`src/hw/rtl/cfev_pkg.sv`:
```
// ----------------------------------------------------------------------------
// cfev_pkg
// Shared types and constants for the checked frame envelope verifier: header
// layout, magic word, FNV-1a 64 offset basis, status codes and register indexes.
// ----------------------------------------------------------------------------
`default_nettype none

package cfev_pkg;

    localparam int unsigned HEADER_BYTES = 28;
    localparam int unsigned COUNT_W      = 33;

    localparam logic [COUNT_W-1:0] COUNT_MAX = {COUNT_W{1'b1}};

    // Header field offsets
    localparam int unsigned OFS_VERSION  = 8;
    localparam int unsigned OFS_RESERVED = 10;
    localparam int unsigned OFS_LENGTH   = 12;
    localparam int unsigned OFS_CHECKSUM = 20;

    // "SWPCKPT1", first byte in the low lane
    localparam logic [63:0] MAGIC_WORD = 64'h3154_504B_4350_5753;

    localparam logic [63:0] FNV_BASIS = 64'hCBF2_9CE4_8422_2325;

    // Status codes
    localparam logic [3:0] STATUS_OK        = 4'd0;
    localparam logic [3:0] STATUS_LIMIT     = 4'd1;
    localparam logic [3:0] STATUS_TRUNCATED = 4'd2;
    localparam logic [3:0] STATUS_MAGIC     = 4'd3;
    localparam logic [3:0] STATUS_VERSION   = 4'd4;
    localparam logic [3:0] STATUS_INVALID   = 4'd5;
    localparam logic [3:0] STATUS_TRAILING  = 4'd6;
    localparam logic [3:0] STATUS_CHECKSUM  = 4'd7;

    // Configuration register indexes
    localparam int unsigned CFG_IDX_W = 1;
    localparam logic [CFG_IDX_W-1:0] REG_MAX_BYTES        = 1'd0;
    localparam logic [CFG_IDX_W-1:0] REG_PROTOCOL_VERSION = 1'd1;

    localparam logic [31:0] MAX_BYTES_RESET        = 32'hFFFF_FFFF;
    localparam logic [15:0] PROTOCOL_VERSION_RESET = 16'd1;

    // Frame state captured on the final byte, handed to the status check
    typedef struct packed {
        logic [COUNT_W-1:0] byte_count;
        logic               magic_ok;
        logic [15:0]        version;
        logic [15:0]        reserved;
        logic [63:0]        length;
        logic [63:0]        checksum;
        logic [63:0]        hash;
    } frame_snap_t;

endpackage

`default_nettype wire

```
`src/hw/rtl/checked_frame_envelope_verifier_core.sv`:
```
// ----------------------------------------------------------------------------
// checked_frame_envelope_verifier_core
// Checks a framed buffer with a 28-byte envelope and an FNV-1a 64 checksum
// over the payload, one byte per cycle while the input is not stalled.
// ----------------------------------------------------------------------------
// Usage:
//   The input channel carries one buffer byte per item (data_byte) with last
//   set on the final byte. For every item with last set, one result item is
//   given on the output channel: status, the header's payload_length and the
//   computed_checksum. Items without last give no result.
//   Throughput is one byte per cycle while in_stall is low, set by the hash
//   loop: one xor and a shift-and-add multiply by the FNV prime per cycle on
//   the running hash. The result is registered in the capture stage on the
//   final byte, then in the output register after the status is evaluated.
//   The input stalls only when both the capture stage and the output
//   register are full and the receiver holds out_stall; a held result stays
//   unchanged until taken.
//   Configuration (cfg_index 0: max_bytes, 1: protocol_version) is written
//   through cfg_valid/cfg_ready; the user must write it only while no frame
//   is in flight, as the block does not enforce this. cfg_ready is always high.
//   Reset clears the frame state, sets max_bytes to all ones and
//   protocol_version to 1, and empties the pipeline.
// ----------------------------------------------------------------------------
`default_nettype none

module checked_frame_envelope_verifier_core
(
    input  wire logic                           clk,
    input  wire logic                           rst_n,

    input  wire logic                           in_valid,
    output logic                                in_stall,
    input  wire logic [7:0]                     data_byte,
    input  wire logic                           last,

    output logic                                out_valid,
    input  wire logic                           out_stall,
    output logic      [3:0]                     status,
    output logic      [63:0]                    payload_length,
    output logic      [63:0]                    computed_checksum,

    input  wire logic                           cfg_valid,
    output logic                                cfg_ready,
    input  wire logic [cfev_pkg::CFG_IDX_W-1:0] cfg_index,
    input  wire logic [31:0]                    cfg_data
);

    localparam int unsigned CW = cfev_pkg::COUNT_W;

    // Configuration
    logic [31:0] max_bytes_reg;
    logic [15:0] protocol_version_reg;

    // Frame state
    logic [CW-1:0] count_reg;
    logic          magic_ok_reg;
    logic [15:0]   version_reg;
    logic [15:0]   reserved_reg;
    logic [63:0]   length_reg;
    logic [63:0]   checksum_reg;
    logic [63:0]   hash_reg;

    logic [CW-1:0] count_next;
    logic          magic_ok_next;
    logic [15:0]   version_next;
    logic [15:0]   reserved_next;
    logic [63:0]   length_next;
    logic [63:0]   checksum_next;
    logic [63:0]   hash_next;
    logic [63:0]   hash_step;

    // Capture stage and output register
    logic                  snap_valid_reg;
    cfev_pkg::frame_snap_t snap_reg;
    logic                  out_valid_reg;
    logic [3:0]            status_reg;
    logic [63:0]           length_out_reg;
    logic [63:0]           hash_out_reg;
    logic [3:0]            status_calc;

    logic in_accept;
    logic out_take;
    logic snap_load;
    logic in_header;

    assign cfg_ready = 1'b1;

    always_ff @(posedge clk or negedge rst_n)
    begin
        if (!rst_n)
        begin
            max_bytes_reg        <= cfev_pkg::MAX_BYTES_RESET;
            protocol_version_reg <= cfev_pkg::PROTOCOL_VERSION_RESET;
        end
        else if (cfg_valid && cfg_ready)
        begin
            case (cfg_index)
                cfev_pkg::REG_MAX_BYTES:        max_bytes_reg        <= cfg_data;
                cfev_pkg::REG_PROTOCOL_VERSION: protocol_version_reg <= cfg_data[15:0];
                default:                        ;
            endcase
        end
    end

    // Handshake
    assign out_take  = !out_valid_reg || !out_stall;
    assign in_stall  = snap_valid_reg && !out_take;
    assign in_accept = in_valid && !in_stall;
    assign snap_load = in_accept && last;

    cfev_hash_step u_hash_step
    (
        .hash      (hash_reg),
        .data_byte (data_byte),
        .hash_next (hash_step)
    );

    // Fold the incoming byte into the frame state
    always_comb
    begin
        in_header     = count_reg < CW'(cfev_pkg::HEADER_BYTES);
        count_next    = (count_reg == cfev_pkg::COUNT_MAX) ? count_reg : count_reg + CW'(1);
        magic_ok_next = magic_ok_reg;
        version_next  = version_reg;
        reserved_next = reserved_reg;
        length_next   = length_reg;
        checksum_next = checksum_reg;
        hash_next     = in_header ? hash_reg : hash_step;

        for (int i = 0; i < 8; i++)
        begin
            if (count_reg == CW'(i) && data_byte != cfev_pkg::MAGIC_WORD[8*i +: 8])
                magic_ok_next = 1'b0;
            if (count_reg == CW'(cfev_pkg::OFS_LENGTH + i))
                length_next[8*i +: 8] = data_byte;
            if (count_reg == CW'(cfev_pkg::OFS_CHECKSUM + i))
                checksum_next[8*i +: 8] = data_byte;
        end
        for (int i = 0; i < 2; i++)
        begin
            if (count_reg == CW'(cfev_pkg::OFS_VERSION + i))
                version_next[8*i +: 8] = data_byte;
            if (count_reg == CW'(cfev_pkg::OFS_RESERVED + i))
                reserved_next[8*i +: 8] = data_byte;
        end
    end

    always_ff @(posedge clk or negedge rst_n)
    begin
        if (!rst_n)
        begin
            count_reg    <= '0;
            magic_ok_reg <= 1'b1;
            version_reg  <= '0;
            reserved_reg <= '0;
            length_reg   <= '0;
            checksum_reg <= '0;
            hash_reg     <= cfev_pkg::FNV_BASIS;
        end
        else if (in_accept)
        begin
            if (last)
            begin
                // start a fresh frame on the next item
                count_reg    <= '0;
                magic_ok_reg <= 1'b1;
                version_reg  <= '0;
                reserved_reg <= '0;
                length_reg   <= '0;
                checksum_reg <= '0;
                hash_reg     <= cfev_pkg::FNV_BASIS;
            end
            else
            begin
                count_reg    <= count_next;
                magic_ok_reg <= magic_ok_next;
                version_reg  <= version_next;
                reserved_reg <= reserved_next;
                length_reg   <= length_next;
                checksum_reg <= checksum_next;
                hash_reg     <= hash_next;
            end
        end
    end

    // Capture stage
    always_ff @(posedge clk or negedge rst_n)
    begin
        if (!rst_n)
            snap_valid_reg <= 1'b0;
        else if (snap_load)
            snap_valid_reg <= 1'b1;
        else if (out_take)
            snap_valid_reg <= 1'b0;
    end

    always_ff @(posedge clk)
    begin
        if (snap_load)
        begin
            snap_reg.byte_count <= count_next;
            snap_reg.magic_ok   <= magic_ok_next;
            snap_reg.version    <= version_next;
            snap_reg.reserved   <= reserved_next;
            snap_reg.length     <= length_next;
            snap_reg.checksum   <= checksum_next;
            snap_reg.hash       <= hash_next;
        end
    end

    cfev_status_eval u_status_eval
    (
        .snap             (snap_reg),
        .max_bytes        (max_bytes_reg),
        .protocol_version (protocol_version_reg),
        .status           (status_calc)
    );

    // Output register
    always_ff @(posedge clk or negedge rst_n)
    begin
        if (!rst_n)
            out_valid_reg <= 1'b0;
        else if (snap_valid_reg && out_take)
            out_valid_reg <= 1'b1;
        else if (!out_stall)
            out_valid_reg <= 1'b0;
    end

    always_ff @(posedge clk)
    begin
        if (snap_valid_reg && out_take)
        begin
            status_reg     <= status_calc;
            length_out_reg <= snap_reg.length;
            hash_out_reg   <= snap_reg.hash;
        end
    end

    assign out_valid         = out_valid_reg;
    assign status            = status_reg;
    assign payload_length    = length_out_reg;
    assign computed_checksum = hash_out_reg;

endmodule

`default_nettype wire

```
`src/hw/rtl/cfev_hash_step.sv`:
```
// ----------------------------------------------------------------------------
// cfev_hash_step
// One FNV-1a 64 round: xor in a byte, then multiply by the FNV prime
// 2^40 + 2^8 + 0xB3, built as a sum of shifted copies.
// ----------------------------------------------------------------------------
`default_nettype none

module cfev_hash_step
(
    input  wire logic [63:0] hash,
    input  wire logic [7:0]  data_byte,
    output logic      [63:0] hash_next
);

    logic [63:0] mixed;

    always_comb
    begin
        mixed = hash ^ {56'd0, data_byte};
        // prime = 2^40 + 2^8 + 2^7 + 2^5 + 2^4 + 2^1 + 2^0
        hash_next = (mixed << 40) + (mixed << 8) + (mixed << 7) + (mixed << 5)
                  + (mixed << 4) + (mixed << 1) + mixed;
    end

endmodule

`default_nettype wire

```
`src/hw/rtl/cfev_status_eval.sv`:
```
// ----------------------------------------------------------------------------
// cfev_status_eval
// Status decision for one finished frame, checked in priority order from the
// byte limit down to the checksum.
// ----------------------------------------------------------------------------
`default_nettype none

module cfev_status_eval
(
    input  wire cfev_pkg::frame_snap_t snap,
    input  wire logic [31:0]           max_bytes,
    input  wire logic [15:0]           protocol_version,
    output logic      [3:0]            status
);

    logic [cfev_pkg::COUNT_W-1:0] avail;
    logic                         len_high;
    logic                         len_gt;
    logic                         len_lt;
    logic                         over_limit;
    logic                         short_hdr;

    always_comb
    begin
        over_limit = (max_bytes < 32'(cfev_pkg::HEADER_BYTES))
                  || (snap.byte_count > {1'b0, max_bytes});
        short_hdr  = snap.byte_count < cfev_pkg::COUNT_W'(cfev_pkg::HEADER_BYTES);
        avail      = snap.byte_count - cfev_pkg::COUNT_W'(cfev_pkg::HEADER_BYTES);
        // upper length bits set means more than any byte count can hold
        len_high   = |snap.length[63:cfev_pkg::COUNT_W];
        len_gt     = len_high || (snap.length[cfev_pkg::COUNT_W-1:0] > avail);
        len_lt     = !len_high && (snap.length[cfev_pkg::COUNT_W-1:0] < avail);

        if (over_limit)
            status = cfev_pkg::STATUS_LIMIT;
        else if (short_hdr)
            status = cfev_pkg::STATUS_TRUNCATED;
        else if (!snap.magic_ok)
            status = cfev_pkg::STATUS_MAGIC;
        else if (snap.version != protocol_version)
            status = cfev_pkg::STATUS_VERSION;
        else if (snap.reserved != 16'd0)
            status = cfev_pkg::STATUS_INVALID;
        else if (len_gt)
            status = cfev_pkg::STATUS_TRUNCATED;
        else if (len_lt)
            status = cfev_pkg::STATUS_TRAILING;
        else if (snap.hash != snap.checksum)
            status = cfev_pkg::STATUS_CHECKSUM;
        else
            status = cfev_pkg::STATUS_OK;
    end

endmodule

`default_nettype wire

```
`config.mk`:
```
export PLATFORM = sky130hd
export DESIGN_NAME = checked_frame_envelope_verifier_core
export DESIGN_NICKNAME = d
export VERILOG_FILES = /design/src/hw/rtl/cfev_pkg.sv /design/src/hw/rtl/checked_frame_envelope_verifier_core.sv /design/src/hw/rtl/cfev_hash_step.sv /design/src/hw/rtl/cfev_status_eval.sv
export SDC_FILE = /design/constraint.sdc
export NUM_CORES = 2
export LEC_CHECK = 0
export ABC_CLOCK_PERIOD_IN_PS = 11900
export BUFFER_PORTS_ARGS = -buffer_cell sky130_fd_sc_hd__buf_2
export CAP_MARGIN = 0
export CORE_MARGIN = 2
export CORE_UTILIZATION = 35
export DETAILED_ROUTE_END_ITERATION = 12
export GPL_TIMING_DRIVEN = 0
export PLACE_DENSITY = 0.59
export SYNTH_ARGS = -nofsm -noshare
export SYNTH_HDL_FRONTEND = slang
export SYNTH_SLANG_ARGS = --single-unit
```
`constraint.sdc`:
```
create_clock -name clk -period 11.9 [get_ports clk]
set_input_delay 1.19 -clock clk [delete_from_list [all_inputs] [get_ports clk]]
set_output_delay 1.19 -clock clk [all_outputs]
set_load 0.02 [all_outputs]
```
* Yosys cells after proc, flatten, opt, wreduce, memory -nomap -nowiden
Cells that the tools add are included.
** Storage, ports and cells
- Bits in registers :: 698
- Logic and storage cells :: 155
** Operators by class
- Add/sub/neg operators :: 8
- Order comparisons :: 6
- Eq/ne operators :: 38
- Muxes and demuxes :: 48
- Bitwise operators :: 3
- Reductions and logical operators :: 29
** Operators by type and width (count)
- $eq A33 B5 Y1 const B :: 12
- $add A64 B64 Y64 :: 6
- $eq A33 B4 Y1 const B :: 8
- $mux W64 :: 4
- $mux W8 :: 20
- $eq A33 B3 Y1 const B :: 4
- $eq A33 B2 Y1 const B :: 2
- $lt A33 B5 Y1 const B :: 2
- $mux W33 :: 2
- $ne A64 B64 Y1 :: 1
- $xor A64 B8 Y64 :: 1
- $ne A8 B7 Y1 const B :: 6
- $add A33 B1 Y33 const B :: 1
- $eq A33 B1 Y1 const B :: 1
- $eq A33 B33 Y1 const B :: 1
- $gt A33 B32 Y1 :: 1
- $gt A33 B33 Y1 :: 1
- $logic_not A33 Y1 :: 1
- $lt A33 B33 Y1 :: 1
- $sub A33 B5 Y33 const B :: 1
- $lt A32 B5 Y1 const B :: 1
- $mux W16 :: 2
- $reduce_or A31 Y1 :: 1
- $ne A16 B16 Y1 :: 1
- other kinds (14) :: 51

* Longest topological paths before layout
- Depth after elaboration :: 11
- Depth in mapped cells :: 23
- Mapped depth without buffers :: 22

* Modules after synthesis
From an unflattened synthesis, not the netlist that was laid out.
** Second synthesis, totals
- Cell total of the unflattened synthesis :: 3844
- Area total of the unflattened synthesis :: 44029.7 um^2
** Modules (own cells, without submodules)
- checked_frame_envelope_verifier_core :: times used 1, cells each 2219, area an instance 29990.0 um^2
- cfev_hash_step :: times used 1, cells each 1200, area an instance 10855.4 um^2
- cfev_status_eval :: times used 1, cells each 425, area an instance 3184.3 um^2

* Worst setup path after synthesis
OpenSTA, ideal clock, no wires.
- Path type :: input -> register
- From :: input port out_stall
- To :: register hash_out_reg[0], in the netlist computed_checksum[0], enable pin
- Library setup time :: 820 ps
- Data arrival time :: 10657 ps
- Data required time :: 11080 ps
- Setup slack :: 423 ps
- Stages :: 1
- Cell sequence :: a21boi_0
** On the way
- Word-level cells in the longest chain between the ends :: 3
** RTL lines
- start: declaration :: RTL line checked_frame_envelope_verifier_core.sv:37 : input wire logic out_stall,
- $logic_not A1 Y1
- $logic_or A1 B1 Y1 :: RTL line checked_frame_envelope_verifier_core.sv:106 : assign out_take = !out_valid_reg || !out_stall;
- $logic_and A1 B1 Y1 :: RTL line checked_frame_envelope_verifier_core.sv:232 : if (snap_valid_reg && out_take)
- end signal: assignment :: RTL line checked_frame_envelope_verifier_core.sv:236 : hash_out_reg <= snap_reg.hash;
- end: declaration :: RTL line checked_frame_envelope_verifier_core.sv:78 : logic [63:0] hash_out_reg;
No other way between the ends.
A chain may end at the register's enable or synchronous reset.

* Worst setup path after layout
- From :: input port data_byte[4]
- To :: register snap_reg[63] in the netlist's numbering, data pin
** On the way
- Word-level cells in the longest chain between the ends :: 8
** RTL lines
- start: declaration :: RTL line checked_frame_envelope_verifier_core.sv:33 : input wire logic [7:0] data_byte,
- $xor A64 B8 Y64 * :: RTL line cfev_hash_step.sv:19 : mixed = hash ^ {56'd0, data_byte};
- $add A64 B64 Y64 (3 in a row) :: RTL line cfev_hash_step.sv:21 : hash_next = (mixed << 40) + (mixed << 8) + (mixed << 7) + (mixed << 5)
- $add A64 B64 Y64 (2 in a row) :: RTL line cfev_hash_step.sv:22 : + (mixed << 4) + (mixed << 1) + mixed;
- $add A64 B64 Y64 * :: RTL line cfev_hash_step.sv:22
- $mux W64 * :: RTL line checked_frame_envelope_verifier_core.sv:128 : hash_next = in_header ? hash_reg : hash_step;
- named net hash_next[63] :: RTL line checked_frame_envelope_verifier_core.sv:69 : logic [63:0] hash_next;
- end: declaration :: RTL line checked_frame_envelope_verifier_core.sv:74 : cfev_pkg::frame_snap_t snap_reg;
Mark *: on every way through the listed nets, which the timed path passes. The rest lies on a longest branch.

==> summary.md <==
| Metric | Value |
|---|---|
| Post-synth EDFFs | `between 300 and 400` |
| Worst setup path class | `in2reg` |
| Vias per Instance | `about 5.3` |
| Largest net degree at the start of global routing | `between 100 and 150` |
| Total CTS buffers | `83` |
| Worst EP arrival | `~8500 ps` |
| RSZ-0062 raised after global routing | `false` |
| Async SR Flop Fraction | `44.2%` |
| Startpoint types | `primary input` |
| # hold bufs at CTS | `0` |
| Cell area after synthesis | `~0.04 sq mm` |
| Max FO, Critical Path | `10` |
| Die area | `0.120 sq mm` |
| Post-synth cell types | `between 90 and 100` |
| Smallest hold slack | `453 ps` |
| Finished layout cell area | `around 0.047 sq mm` |
| Global route total overflow | `0` |
| Most frequent cell after synthesis | `inv_1` |
| Clk buf depth | `3` |
| Die height | `346 um` |
| Layout Nets | `roughly 4300` |
| Synth area leader | `edfxtp_1` |
| TritonRoute pass-1 iters | `5` |
| Max Cap Violations | `0` |
| Final setup vio count | `0` |
| Share of the synthesized area in the top cell type | `approximately 28%` |
| Tcrit/Tclk final | `a little under 70%` |
| Core Region | `0.116 sq mm` |
| Gr usage total | `21.4%` |
| Top post-synthesis cells by area | `edfxtp_1 (28%), dfrtp_1 (15%), fa_1 (12%)` |
| Cells after Synth | `between 3000 and 4000` |
| Worst Skew | `between 40 and 50 ps` |
| Most frequent cells after synthesis | `inv_1 (457), edfxtp_1 (389), nand2_1 (309)` |
| WL/cell | `between 20 and 25 um` |
| First-pass GRT wire length | `approximately 190 mm` |
| CTS root buffer | `clkbuf_16` |
| Slew @ Worst Pin | `1390 ps` |
| H-tree Lvls | `3` |
| Endpoint class of the critical path | `register` |
| Final Max Slew Viols | `0` |
| Fmax achieved | `about 120 MHz` |
| Seq/Total Area, Yosys | `a little under half` |
| Register-to-register setup slack | `5120 ps` |
| Yosys reg bits | `approximately 700` |
| Final hold vios | `0` |
| Routability cong. | `around 0.94` |
| Die width | `approximately 350 um` |
| Worst Path Required | `between 10000 and 15000 ps` |
| Number of warnings issued by yosys | `0` |
| Max FFs per register | `roughly 260` |
| Placement Cell Area | `0.0440 sq mm` |
| Port Buffers | `approximately 170` |
| Final min period | `around 8100 ps` |
| Post-DP HPWL | `96.6 mm` |
| Starting Density | `roughly a third` |
| Post-CTS Setup Inserts | `0` |
| HP Class | `reg2reg` |
| Syn-to-layout area delta | `14.4%` |
| Inst Count DP | `about 5300` |
| Via count | `~29000` |
| Clk sink count | `~700` |
| DR iter-0 viols | `~2600` |
| Max-slew headroom at the worst pin | `about 7%` |
| Vias in the first global route | `just under 30000` |
| Layout cells sized above 1 | `approximately 16%` |
| Filler-free cell count of the finished design | `5416` |
| IO Count | `182` |
| Syn Nets | `4022` |
| Row cnt | `approximately 130` |
| DR DRC count | `0` |
| Ys flop type | `edfxtp_1` |
| Synthesized area per cell | `11.6 sq um` |
| Detail Route Antenna Nets | `0` |
| Detailed Route WL | `128 mm` |
| Worst skew pair latency | `between 600 and 700 ps` |
| Run status | `finished, final reports clean` |
| Initial antenna violation count | `9` |
| Post-CTS Resized | `0` |
| TritonCTS clock tree | `yes` |
| Reg clk slew, reported paths | `roughly 60 ps` |
[critical path, stage by stage]
cell	delay (ps)
clkbuf_1	390
clkbuf_1	890
xor2_1	590
inv_1	400
fa_1	550
fa_1	510
inv_1	50
ha_1	290
ha_1	290
ha_1	190
inv_1	60
fa_1	420
nor2b_1	190
o2111ai_1	150
a21oi_1	360
a41oi_2	270
o21ba_4	320
o22a_1	390
o2111ai_1	440
a21oi_1	160
xnor2_1	220
a21oi_1	120
[kinds of logic (layout without fill, tap and decap cells)]
| kind of cell | Yosys count | after routing | share of synthesized area (%) |
|---|---|---|---|
| AOI/OAI and AO/OA | 702 | 702 | 11.4 |
| xor gates and xnor gates | 220 | 220 | 4.70 |
| adders and majority gates | 425 | 425 | 17.5 |
| buffers and inverters | 611 | 949 | 5.69 |
| DFF | 697 | 697 | 47.5 |
| muxes | 182 | 182 | 4.99 |
| other | 2 | 6 | 0.0183 |
| and+or+nand+nor | 711 | 711 | 8.29 |
[final timing paths]
check / start / to / depth (start not counted)
worst min-delay path: snap_reg[149]$_DFFE_PP_ / payload_length[21]$_DFFE_PP_ / 0
max in group asynchronous: rst_n / count_reg[16]$_DFFE_PN0P_ / 3
min in group asynchronous: rst_n / length_reg[49]$_DFFE_PN0P_ / 2
worst max register to register: hash_reg[2]$_DFFE_PN1P_ / snap_reg[63]$_DFFE_PP_ / 21
worst min register to register: snap_reg[149]$_DFFE_PP_ / payload_length[21]$_DFFE_PP_ / 0
worst max-delay path: data_byte[4] / snap_reg[63]$_DFFE_PP_ / 22
[per-layer routing]
| layer | share of wire [%] | global-route usage, % |
|---|---|---|
| met3 | 7.4 | 4.01 |
| met4 | 5.2 | 10.3 |
| met5 | 0.019 | 0 |
| met1 | 42 | 28.7 |
| met2 | 46 | 33.5 |
[layout by cell type (no fill, tap or decap), types with 14 or more instances in the layout]
master,Yosys,routed
clkbuf_16,0,87
dfstp_2,62,62
buf_2,12,184
ha_1,180,180
mux2_2,179,179
fa_1,245,245
nor4_1,49,49
a22o_1,98,98
clkbuf_1,124,139
dfrtp_1,246,246
a21o_1,62,62
nand3_1,29,29
xnor2_1,158,158
a22oi_1,40,40
nand4_1,58,58
nor3_1,31,31
nand2_1,309,309
o21a_1,15,15
o31ai_1,14,14
edfxtp_1,389,389
nor2_1,124,124
xor2_1,62,62
nor2b_1,22,22
inv_1,457,456
o21ai_0,221,221
a21oi_1,119,119
[per-stage QoR]
step                      util [%]  setup TNS (ps)  worst slack [ps]
after floorplan                  -               0               423
after global placement        37.7         -734660             -5670
after detailed placement      37.9               0              3320
after CTS                     40.4               0              3980
after global routing          40.4               0              3640
final                         40.4               0              3820
[cell type report]
cell class                 count  area, sq um
timing repair buffer         183         1110
tap                         1524         1910
fill                       11100        69300
sequential                   697        19500
multi-input combinational   2242        19200
antenna                        4         10.0
clock buffer                 112         2370
inverter                     458         1730
clock inverter                43          500
buffer                       153          616
Power is not shown: default switching activity piles up to over one toggle a cycle in this logic, so the estimate is an artifact.
